`src/design/tmod_pkg.sv`:
```
package tmod_pkg;

  localparam int WINDOW_SAMPLES = 10;
  localparam int AVERAGE_SHIFT  = 3;

  localparam int SAMPLE_W    = 12;
  localparam int LEVEL_W     = 12;
  localparam int LIMIT_W     = 4;
  localparam int HOLD_W      = 5;
  localparam int CFG_INDEX_W = 2;
  localparam int CFG_DATA_W  = 12;

  localparam int ADDR_W = $clog2(WINDOW_SAMPLES);
  localparam int SUM_W  = $clog2(WINDOW_SAMPLES * (2 ** SAMPLE_W));

  localparam logic [ADDR_W-1:0]  WINDOW_LAST   = ADDR_W'(WINDOW_SAMPLES - 1);
  localparam logic [LEVEL_W-1:0] LEVEL_MAX     = '1;
  localparam logic [LEVEL_W-1:0] TRIP_RESET    = 12'd1907;
  localparam logic [LEVEL_W-1:0] RELEASE_RESET = 12'd2265;
  localparam logic [LIMIT_W-1:0] PERSIST_RESET = 4'd4;

  typedef enum logic [CFG_INDEX_W-1:0] {
    REG_TRIP    = 2'd0,
    REG_RELEASE = 2'd1,
    REG_PERSIST = 2'd2
  } cfg_reg_t;

  typedef enum logic [4:0] {
    ST_IDLE   = 5'b00001,
    ST_WALK   = 5'b00010,
    ST_TRIM   = 5'b00100,
    ST_DECIDE = 5'b01000,
    ST_EMIT   = 5'b10000
  } state_t;

  typedef struct packed {
    logic                en;
    logic [ADDR_W-1:0]   addr;
    logic [SAMPLE_W-1:0] data;
  } tmod_wr_t;

  typedef struct packed {
    logic                valid;
    logic [SUM_W-1:0]    sum;
    logic [SAMPLE_W-1:0] lo;
    logic [SAMPLE_W-1:0] hi;
  } tmod_stats_t;

endpackage

```
`src/design/tmod_store.sv`:
```
module tmod_store import tmod_pkg::*; (
  input  logic        clk,
  input  logic        rst,
  input  tmod_wr_t    wr,
  input  logic        start,
  output tmod_stats_t stats
);

  logic [SAMPLE_W-1:0] mem [WINDOW_SAMPLES];
  logic [SAMPLE_W-1:0] rd_data;
  logic [ADDR_W-1:0]   rd_addr;
  logic                issuing;
  logic                pend;
  logic                pend_last;
  logic                done;
  logic [SUM_W-1:0]    sum;
  logic [SAMPLE_W-1:0] lo;
  logic [SAMPLE_W-1:0] hi;

  // sample memory, one write or one read a cycle
  always_ff @(posedge clk) begin
    if (wr.en) begin
      mem[wr.addr] <= wr.data;
    end
    if (issuing) begin
      rd_data <= mem[rd_addr];
    end
  end

  // walk control
  always_ff @(posedge clk) begin
    if (rst) begin
      issuing   <= 1'b0;
      pend      <= 1'b0;
      pend_last <= 1'b0;
      done      <= 1'b0;
      rd_addr   <= '0;
    end else begin
      pend      <= issuing;
      pend_last <= issuing && (rd_addr == WINDOW_LAST);
      done      <= pend && pend_last;
      if (start) begin
        issuing <= 1'b1;
        rd_addr <= '0;
      end else if (issuing) begin
        rd_addr <= rd_addr + 1'b1;
        if (rd_addr == WINDOW_LAST) begin
          issuing <= 1'b0;
        end
      end
    end
  end

  // running sum, minimum and maximum
  always_ff @(posedge clk) begin
    if (start) begin
      sum <= '0;
      lo  <= '1;
      hi  <= '0;
    end else if (pend) begin
      sum <= sum + SUM_W'(rd_data);
      if (rd_data < lo) begin
        lo <= rd_data;
      end
      if (rd_data > hi) begin
        hi <= rd_data;
      end
    end
  end

  assign stats = '{valid: done, sum: sum, lo: lo, hi: hi};

endmodule

```
`src/design/trimmed_mean_overtemp_detector.sv`:
```
// Trimmed-mean over-temperature detector. Each transfer on the sample channel stores one
// 12-bit ADC sample; every tenth sample closes a window, whose smallest and largest samples
// are dropped and whose remaining sum, shifted right by three, becomes the filtered level.
// The level drives a candidate flag through trip and release thresholds, and the alarm
// follows the candidate once the hold count exceeds persist_limit. Every sample gives one
// result. A sample that does not close a window goes from idle straight to the emit state;
// one that closes a window passes first through the walk, which reads the sample memory
// one entry per cycle, then through the trim and decide states. Samples are taken one
// at a time: in_stall is high from the transfer until the result is loaded into the output
// register. Register writes are taken every cycle.
module trimmed_mean_overtemp_detector import tmod_pkg::*; (
  input  logic                   clk,
  input  logic                   rst,
  input  logic                   in_valid,
  output logic                   in_stall,
  input  logic [SAMPLE_W-1:0]    sample,
  output logic                   out_valid,
  input  logic                   out_stall,
  output logic                   over_temperature,
  output logic                   window_done,
  output logic [LEVEL_W-1:0]     filtered_level,
  input  logic                   cfg_valid,
  output logic                   cfg_ready,
  input  logic [CFG_INDEX_W-1:0] cfg_index,
  input  logic [CFG_DATA_W-1:0]  cfg_data
);

  state_t              state;
  state_t              state_next;
  logic [LEVEL_W-1:0]  trip_level;
  logic [LEVEL_W-1:0]  release_level;
  logic [LIMIT_W-1:0]  persist_limit;
  logic [ADDR_W-1:0]   fill_count;
  logic [HOLD_W-1:0]   hold_count;
  logic [HOLD_W-1:0]   hold_count_next;
  logic                candidate_flag;
  logic                candidate_flag_next;
  logic                alarm_flag;
  logic                alarm_flag_next;
  logic [LEVEL_W-1:0]  last_level;
  logic [LEVEL_W-1:0]  level_next;
  logic                res_done;
  logic                accept;
  logic                closes;
  logic                out_free;
  logic [SUM_W-1:0]    trimmed;
  logic [SUM_W-1:0]    shifted;
  logic                decided;
  tmod_wr_t            wr;
  tmod_stats_t         stats;

  assign cfg_ready = 1'b1;
  assign in_stall  = (state != ST_IDLE);
  assign accept    = in_valid && !in_stall;
  assign closes    = (fill_count == WINDOW_LAST);
  assign out_free  = !out_valid || !out_stall;
  assign wr        = '{en: accept, addr: fill_count, data: sample};

  tmod_store u_store (
    .clk   (clk),
    .rst   (rst),
    .wr    (wr),
    .start (accept && closes),
    .stats (stats)
  );

  // trimmed level with saturation
  always_comb begin
    trimmed = stats.sum - SUM_W'(stats.lo) - SUM_W'(stats.hi);
    shifted = trimmed >> AVERAGE_SHIFT;
    if (shifted > SUM_W'(LEVEL_MAX)) begin
      level_next = LEVEL_MAX;
    end else begin
      level_next = shifted[LEVEL_W-1:0];
    end
  end

  // hysteresis and persistence
  always_comb begin
    candidate_flag_next = candidate_flag;
    alarm_flag_next     = alarm_flag;
    hold_count_next     = hold_count;
    decided             = 1'b1;
    if (last_level < trip_level) begin
      candidate_flag_next = 1'b1;
    end else if (last_level > release_level) begin
      candidate_flag_next = 1'b0;
    end else begin
      hold_count_next = '0;
      decided         = 1'b0;
    end
    if (decided) begin
      if (hold_count > HOLD_W'(persist_limit)) begin
        alarm_flag_next = candidate_flag_next;
        hold_count_next = '0;
      end else begin
        hold_count_next = hold_count + 1'b1;
      end
    end
  end

  always_comb begin
    state_next = state;
    case (state)
      ST_IDLE: begin
        if (accept) begin
          state_next = closes ? ST_WALK : ST_EMIT;
        end
      end
      ST_WALK: begin
        if (stats.valid) begin
          state_next = ST_TRIM;
        end
      end
      ST_TRIM:   state_next = ST_DECIDE;
      ST_DECIDE: state_next = ST_EMIT;
      ST_EMIT: begin
        if (out_free) begin
          state_next = ST_IDLE;
        end
      end
      default:   state_next = ST_IDLE;
    endcase
  end

  always_ff @(posedge clk) begin
    if (rst) begin
      state          <= ST_IDLE;
      trip_level     <= TRIP_RESET;
      release_level  <= RELEASE_RESET;
      persist_limit  <= PERSIST_RESET;
      fill_count     <= '0;
      hold_count     <= '0;
      candidate_flag <= 1'b0;
      alarm_flag     <= 1'b0;
      last_level     <= '0;
      res_done       <= 1'b0;
      out_valid      <= 1'b0;
    end else begin
      state <= state_next;
      if (cfg_valid && cfg_ready) begin
        case (cfg_index)
          REG_TRIP:    trip_level    <= cfg_data[LEVEL_W-1:0];
          REG_RELEASE: release_level <= cfg_data[LEVEL_W-1:0];
          REG_PERSIST: persist_limit <= cfg_data[LIMIT_W-1:0];
          default:     ;
        endcase
      end
      if (accept) begin
        res_done   <= closes;
        fill_count <= closes ? '0 : fill_count + 1'b1;
      end
      if (state == ST_TRIM) begin
        last_level <= level_next;
      end
      if (state == ST_DECIDE) begin
        candidate_flag <= candidate_flag_next;
        alarm_flag     <= alarm_flag_next;
        hold_count     <= hold_count_next;
      end
      if (state == ST_EMIT && out_free) begin
        out_valid <= 1'b1;
      end else if (!out_stall) begin
        out_valid <= 1'b0;
      end
    end
  end

  // output register
  always_ff @(posedge clk) begin
    if (state == ST_EMIT && out_free) begin
      over_temperature <= alarm_flag;
      window_done      <= res_done;
      filtered_level   <= last_level;
    end
  end

endmodule

```
`config.mk`:
```
export PLATFORM = sky130hd
export DESIGN_NAME = trimmed_mean_overtemp_detector
export DESIGN_NICKNAME = d
export VERILOG_FILES = /design/src/design/tmod_pkg.sv /design/src/design/tmod_store.sv /design/src/design/trimmed_mean_overtemp_detector.sv
export SDC_FILE = /design/constraint.sdc
export NUM_CORES = 1
export LEC_CHECK = 0
export ABC_AREA = 0
export BUFFER_PORTS_ARGS = -buffer_cell sky130_fd_sc_hd__clkbuf_2
export CORE_MARGIN = 1.5
export CORE_UTILIZATION = 51
export CTS_CLUSTER_DIAMETER = 80
export DETAILED_ROUTE_END_ITERATION = 7
export PLACE_DENSITY = 0.68
export SETUP_SLACK_MARGIN = 0.5
export SKIP_CTS_REPAIR_TIMING = 1
export SLEW_MARGIN = 10
export SYNTH_ARGS = -nofsm -noshare
export SYNTH_HDL_FRONTEND = slang
export SYNTH_SLANG_ARGS = --single-unit
```
`constraint.sdc`:
```
create_clock -name clk -period 4.62 [get_ports clk]
set_input_delay 1.155 -clock clk [delete_from_list [all_inputs] [get_ports clk]]
set_output_delay 1.155 -clock clk [all_outputs]
set_load 0.01 [all_outputs]
```
# Word level (Yosys, flattened, before mapping)
# Memory sizes are Yosys's and may differ from the RTL's. A register that Yosys moved wholly into a read port is not among the register bits.
# Index checks and enable logic that the tools add are counted.
# classes
add_sub_neg	6
order_cmp	6
eq_ne	16
n_mux	22
n_reduce_logical	19
# ops
op	count
$mux W5	8
$sub A16 B12 Y16	2
$pmux W5 S5	1
$gt A12 B12 Y1	2
$lt A12 B12 Y1	2
$add A16 B12 Y16	1
$gt A13 B12 Y1 const B	1
$mux W12	1
$mux W1	11
$reduce_and A2 Y1	5
$reduce_and A3 Y1	3
$add A4 B1 Y4 const B	2
$eq A4 B4 Y1 const B	2
$ne A2 B2 Y1 const B	4
$add A5 B1 Y5 const B	1
$eq A5 B1 Y1 const B	1
$eq A5 B2 Y1 const B	1
$eq A5 B3 Y1 const B	1
$eq A5 B4 Y1 const B	1
$eq A5 B5 Y1 const B	1
$gt A5 B4 Y1	1
$logic_and A1 B1 Y1	5
$ne A5 B1 Y1 const B	1
$mux W4	1
other kinds (7)	10
# totals
register_bits	120
mem_bits_rw	120
inputBits	31
output_inout_bits	17
elab_cells	92
memories	1
# memory_table
memory	depth	word_bits	read_ports	rd_ports_with_merged_regs	wr	line	rtl
u_store.mem	10	12	1	1	1	tmod_store.sv:9	logic [SAMPLE_W-1:0] mem [WINDOW_SAMPLES];

# Logic depth before layout (Yosys ltp)
# Gate-level depths: netlist (run 1).
# logic_depth
depth_word	5
ltp_mapped	9
depth_no_buf	9

# By module
# Synthesis (run 1) repeated with hierarchy kept, for this count alone.
# hier_totals
hier_cells	1066
hier_area_um2	12409.4
# modules_own_cells
mod	n_inst	cells_per_inst	area_each_um2	seq_area_each_um2
tmod_store	1	608	8190.4	4924.7
trimmed_mean_overtemp_detector	1	458	4219.0	1561.5

# Worst setup path before layout (run 1)
# Ideal clock, no wire load.
# synth_timing
kind	input port to flip-flop
from	input in_valid
to	memory u_store.mem[2][0], enable pin
setup_time_ns	0.412
arrival_ns	3.026
required_ns	4.208
setup_slack_ns	1.182
stages	4
path_buffers	0
cell_sequence	inv_1 -> nor3_1 -> nand2_1 -> nor4_1
# synth_between
elab_chain_len	3
# synth_lines
element	line	rtl
start, declared	trimmed_mean_overtemp_detector.sv:14	input logic in_valid,
$logic_and A1 B1 Y1	trimmed_mean_overtemp_detector.sv:54	assign accept = in_valid && !in_stall;
$mux W1	tmod_store.sv:22	if (wr.en) begin
$mux W1 (implied by the code)	tmod_store.sv:23	mem[wr.addr] <= wr.data;
end, declared	tmod_store.sv:9	
# No other way between the ends.

# Worst setup path in the final report (run 1)
# layout_timing
from	register u_store.hi[0]
to	register last_level[0]
# layout_between
elab_chain_len	3
# layout_lines
element	line	rtl
start, declared	tmod_store.sv:18	logic [SAMPLE_W-1:0] hi;
start signal, assigned	tmod_store.sv:66	hi <= rd_data;
$sub A16 B12 Y16 (*)	trimmed_mean_overtemp_detector.sv:69	trimmed = stats.sum - SUM_W'(stats.lo) - SUM_W'(stats.hi);
$gt A13 B12 Y1	trimmed_mean_overtemp_detector.sv:71	if (shifted > SUM_W'(LEVEL_MAX)) begin
$mux W12 (*)	trimmed_mean_overtemp_detector.sv:71	
end signal, assigned	trimmed_mean_overtemp_detector.sv:154	last_level <= level_next;
end, declared	trimmed_mean_overtemp_detector.sv:40	logic [LEVEL_W-1:0] last_level;
# Every way passes the cells marked *; elsewhere a longest branch is shown, timed or not.
# A chain may end at the register's enable or synchronous reset.

==> flow_metrics.env, run 1 <==
export IMPL_crit_slowest_cell="mux2i_2"
export IMPL_critical_path_class="reg2reg"
export IMPL_fin_tns_setup_ps=0
export IMPL_insertedDiodeCount=0
export IMPL_finalClockSkew_ps=23.8
export IMPL_pre_cts_ws_ps=1300
export IMPL_grt_pass1_vias=7761
export IMPL_status="complete, no violations"
export IMPL_cp_required_ps=5000
export IMPL_die_area_um2=24700
export IMPL_grt_usage_pct=20.3
export IMPL_cp_end_kind="register"
export IMPL_power_density_nw_per_um2=415
export IMPL_die_width_um=157
export IMPL_fin_nets=1206
export IMPL_cts_made_buffers=27
export IMPL_ant_nets=0
export IMPL_syn_instance_count=1039
export IMPL_cap_viol_max_count=0
export IMPL_synth_fp_nets=1160
export IMPL_cts_tree="built"
export IMPL_ys_types=66
export IMPL_top_layer="met4"
export IMPL_synth_area_leader_cell="edfxtp_1"
export IMPL_root_buffer="clkbuf_16"
export IMPL_nFillCells=1979
export IMPL_fin_cells=1425
export IMPL_power_total_mw=5.65
export IMPL_cp_data_arrival_time_ps=3540
export IMPL_h_tree_depth=1
export IMPL_drt_first_pass_iters=5
export IMPL_setup_ws_ps=1460
export IMPL_final_common_cell="edfxtp_1"
export IMPL_slew_viol_final=0
export IMPL_min_period_over_period_pct=68.5
export IMPL_ys_ff_latch=251
export IMPL_clkLatencyLatePin_ps=550
export IMPL_route_met2_wl_mm=11.8
export IMPL_synth_top_area_share_pct=36.1
export IMPL_synth_edf_count=146
export IMPL_coreArea_um2=23400
export IMPL_ir_drop_mv=0.312
export IMPL_worst_path_buf_inv=1
export IMPL_ys_seq_area_share_pct=53.4
export IMPL_place_area_um2=12700
export IMPL_synth_cell_area_um2=12100
export IMPL_grt_pass1_wl_mm=39.5
export IMPL_avgSynthCellArea_um2=11.7
export IMPL_crit_path_start_kind="register"
export IMPL_wirelength_mm=24.5
export IMPL_crit_family="compound AO/OA/AOI/OAI gates"
export IMPL_rows=56
export IMPL_dpl_hpwl_mm=17.0
export IMPL_final_util_pct=58.2
export IMPL_syn2layout_area_growth_pct=12.1
export IMPL_clkSlewWorstSetupHoldPaths_ps=60
export IMPL_period_minus_slack_ps=3160
export IMPL_clk_path_buf_depth=3
export IMPL_ys_top_cells_by_area="edfxtp_1, dfxtp_1, ha_1"
export IMPL_async_reset_ff_share_pct=0
export IMPL_leakage_nw=5.12
export IMPL_cts_sinks=251
export IMPL_final_cell_area_um2=13600
export IMPL_synth_warning_count=0
export IMPL_hold_violations=0
export IMPL_max_slew_margin_pct=32.9
export IMPL_io_buffers=46
export IMPL_antenna_found_initial=0
export IMPL_placed_cells_incl_taps=1375
export IMPL_wl_met1_mm=11.3
export IMPL_vias_per_cell=5.64
export IMPL_synthFlopType="edfxtp_1"
export IMPL_vias=8042
export IMPL_rsz0062_at_grt="false"
export IMPL_hold_ws_ps=457
export IMPL_wl_met3_um=699
export IMPL_wl_per_cell_um=17.2
export IMPL_die_y_um=157
export IMPL_cp_slowest_stage_delay_ps=530
export IMPL_final_cell_mix="edfxtp_1, dfxtp_1, nor2_1"
export IMPL_first_iter_violations=345
export IMPL_gp_congestion=0.846
export IMPL_grt_start_max_net_pins=56
export IMPL_setup_viol_count_final=0
export IMPL_min_path_type="reg2reg"
export IMPL_critPathMaxFanout=10
export IMPL_start_util_pct=51.9
export IMPL_drive_gt1_share_pct=13.8
export IMPL_drc=0
export IMPL_grt_overflow_total=0
export IMPL_worstPathCellList="inv_1, fa_1, ha_1, a211o_1, a2111oi_2, or4_1, nand4b_1, mux2i_2, a221oi_1"
export IMPL_pin_count=48
export IMPL_worst_pin_slew_ps=1000
export IMPL_max_freq_mhz=316
## sequential cells by signal (all words and copies together) (netlist names), 4 cells and up
register         count
u_store.lo          12
fill_count           4
last_level          12
u_store.mem        120
release_level       12
persist_limit        4
u_store.rd_data     12
hold_count           5
trip_level          12
filtered_level      12
state                5
u_store.sum         16
u_store.rd_addr      4
u_store.hi          12
## path summary, 6_finish.rpt
| check | endpoint | slack [ps] | depth (start not counted) | start |
|---|---|---|---|---|
| hold / removal | release_level[2]$_SDFFE_PP0P_ | 460 | 2 | release_level[2]$_SDFFE_PP0P_ |
| setup / recovery | last_level[0]$_SDFFE_PP0N_ | 1460 | 9 | u_store.hi[0]$_SDFFE_PP0P_ |
| hold reg to reg | release_level[2]$_SDFFE_PP0P_ | 460 | 2 | release_level[2]$_SDFFE_PP0P_ |
| setup reg to reg | last_level[0]$_SDFFE_PP0N_ | 1460 | 9 | u_store.hi[0]$_SDFFE_PP0P_ |
## metal layers
metal  up-vias  GRT usage, %
met5         -             0
met4         0          6.11
met3        51          2.40
met2       129          34.9
met1      3899          27.0
li1       3963             -
## Yosys cell counts, types with 13 or more instances
cell and number:
nand2_1 51, a21oi_1 77, clkbuf_1 33, ha_1 78, mux4_2 24, nor2b_1 22
a211o_1 17, inv_1 68, nand3_1 23, o21ai_0 33, nor2_1 89, a21o_1 13
dfxtp_1 105, mux2i_1 32, a211oi_1 31, nor3_1 22, edfxtp_1 146
## power breakdown
group / switching (mW) / leakage [nW] / internal (mW)
Clock: 0.873 / 0.418 / 1.20
Combinational: 0.603 / 2.51 / 0.451
Sequential: 0.0613 / 2.19 / 2.46
## worst register-to-register path, delay by kind of cell, from the launching register on
kind / cells / cell delay [ps]
mux: 1 / 530
fa+ha+maj: 2 / 710
flops: 1 / 360
buf+inv: 1 / 80
simple gates: 2 / 390
compound gates: 3 / 940
## area by class of cell
type / instances / area [um^2] / share of cell area, %
multi-input cells: 673 / 5250 / 38.5
clock buffers: 36 / 749 / 5.51
repair buffers: 62 / 350 / 2.57
well taps: 319 / 399 / 2.93
inverters: 70 / 264 / 1.94
flip-flops and latches: 251 / 6490 / 47.7
clock inverters: 14 / 114 / 0.837
## cell families after synthesis
| group | after synthesis | share of synthesized area, % |
|---|---|---|
| compound gates | 229 | 12.6 |
| fa+ha+maj | 90 | 10.0 |
| other cells | 1 | 0.0309 |
| xor+xnor | 19 | 1.37 |
| flops | 251 | 53.4 |
| simple gates | 277 | 11.5 |
| mux | 57 | 7.21 |
| buf+inv | 115 | 3.78 |
Power figures use the tool's default switching activity.
==> run 2: changes to the inputs <==
clock period = 3.2 ns   (was 4.62 ns; I/O delays follow)
==> run 2 against run 1 <==
Critical path depth grew 1. Via count decreased by 0.55%. Count of clock-buffer cells in the layout decreased by 4.
==> flow_metrics.env, run 2 (synthesis results as in run 1) <==
export IMPL_register_area_um2=6500
export IMPL_pin_count=48
export IMPL_wl_per_cell_um=17.2
export IMPL_fin_nets=1222
export IMPL_ant_nets=0
export IMPL_antenna_found_initial=0
export IMPL_insertedDiodeCount=0
export IMPL_setup_viol_count_final=0
export IMPL_coreArea_um2=23400
export IMPL_power_density_nw_per_um2=618
export IMPL_worst_pin_slew_ps=942
export IMPL_crit_path_start_kind="register"
export IMPL_final_cell_mix="edfxtp_1, dfxtp_1, nor2_1"
export IMPL_fin_tns_setup_ps=0
export IMPL_gp_congestion=0.865
export IMPL_cts_made_buffers=27
export IMPL_slew_viol_final=0
export IMPL_cp_required_ps=3600
export IMPL_drt_first_pass_iters=5
export IMPL_vias_per_cell=5.55
export IMPL_die_y_um=157
export IMPL_largest_register="u_store.mem"
export IMPL_wirelength_mm=24.8
export IMPL_drc=0
export IMPL_rows=56
export IMPL_finalClockSkew_ps=12.2
export IMPL_cap_viol_max_count=0
export IMPL_grt_pass1_wl_mm=39.3
export IMPL_multi_input_area_um2=5430
export IMPL_grt_start_max_net_pins=51
export IMPL_cp_data_arrival_time_ps=3270
export IMPL_clkLatencyLatePin_ps=540
export IMPL_final_common_cell="edfxtp_1"
export IMPL_reg_top3="u_store.mem x120, u_store.sum x16"
export IMPL_drive_gt1_share_pct=19.0
export IMPL_cts_sinks=251
export IMPL_critPathMaxFanout=10
export IMPL_die_width_um=157
export IMPL_syn2layout_area_growth_pct=15.5
export IMPL_die_area_um2=24700
export IMPL_grt_pass1_vias=7601
export IMPL_status="complete, no violations"
export IMPL_root_buffer="clkbuf_16"
export IMPL_rsz0062_at_grt="true"
export IMPL_io_buffers=46
export IMPL_cp_end_kind="register"
export IMPL_ir_drop_mv=0.503
export IMPL_power_total_mw=8.66
export IMPL_max_slew_margin_pct=37.1
export IMPL_min_path_type="reg2reg"
export IMPL_first_iter_violations=462
export IMPL_vias=7998
export IMPL_clk_path_buf_depth=3
export IMPL_h_tree_depth=1
export IMPL_hold_violations=0
export IMPL_grt_overflow_total=0
export IMPL_nFillCells=1927
export IMPL_critical_path_class="reg2reg"
export IMPL_min_period_over_period_pct=89.9
export IMPL_max_freq_mhz=348
export IMPL_grt_usage_pct=20.1
export IMPL_period_minus_slack_ps=2880
export IMPL_cts_tree="built"
export IMPL_leakage_nw=5.25
export IMPL_largest_reg_flops=120
export IMPL_dpl_hpwl_mm=17.6
export IMPL_start_util_pct=51.9
export IMPL_clkSlewWorstSetupHoldPaths_ps=60
==> run 2: worst max-delay path, stage by stage, from the launching register on <==
cell	delay, ps
dfxtp_2	330
inv_2	50
fa_1	520
ha_4	320
o21ai_2	50
o21ba_2	200
or4_4	540
nand4b_1	210
mux2i_4	290
buf_12	160
a211oi_1	70
==> run 2: final timing paths <==
| path | startpoint | slack (ps) | cells after the start | to |
|---|---|---|---|---|
| max | u_store.lo[5]$_SDFFE_PP1P_ | 320 | 10 | last_level[1]$_SDFFE_PP0N_ |
| min | alarm_flag$_SDFFE_PP0P_ | 430 | 0 | over_temperature$_DFFE_PP_ |
| max reg2reg | u_store.lo[5]$_SDFFE_PP1P_ | 320 | 10 | last_level[1]$_SDFFE_PP0N_ |
| min reg2reg | alarm_flag$_SDFFE_PP0P_ | 430 | 0 | over_temperature$_DFFE_PP_ |
==> run 2: power breakdown <==
group | switching [mW] | internal (mW) | leakage (nW)
combinational | 1.02 | 0.834 | 2.61
clock | 1.26 | 1.90 | 0.450
sequential | 0.0863 | 3.56 | 2.19
total | 2.37 | 6.29 | 5.25
==> run 2: area by class of cell <==
cell class | instances | area share, %
Sequential cell | 251 | 46.4
Multi-Input combinational cell | 673 | 38.7
Timing Repair Buffer | 78 | 3.75
Inverter | 70 | 1.89
Clock buffer | 32 | 5.02
Tap cell | 319 | 2.85
Clock inverter | 18 | 1.42
==> run 2: per-stage QoR <==
step | hold WS, ps | instance area, um^2 | util (%) | cells | setup WS [ps]
2_1_floorplan | 408 | 12200 | - | 1039 | 117
3_3_place_gp | 417 | 12900 | 55.0 | 1382 | 299
3_5_place_dp | 421 | 12900 | 55.0 | 1382 | 260
4_1_cts | 432 | 13800 | 58.9 | 1432 | 228
5_1_grt | 452 | 14000 | 59.9 | 1441 | 202
6_report | 432 | 14000 | 59.9 | 1441 | 323
==> run 2: routing by layer <==
metal	share of wire, %	wire length (um)	track usage [%]
met1	48	11800	28.5
met2	47	11600	33.2
met3	3.9	964	2.51
met4	1.7	428	4.72
met5	0	0	0
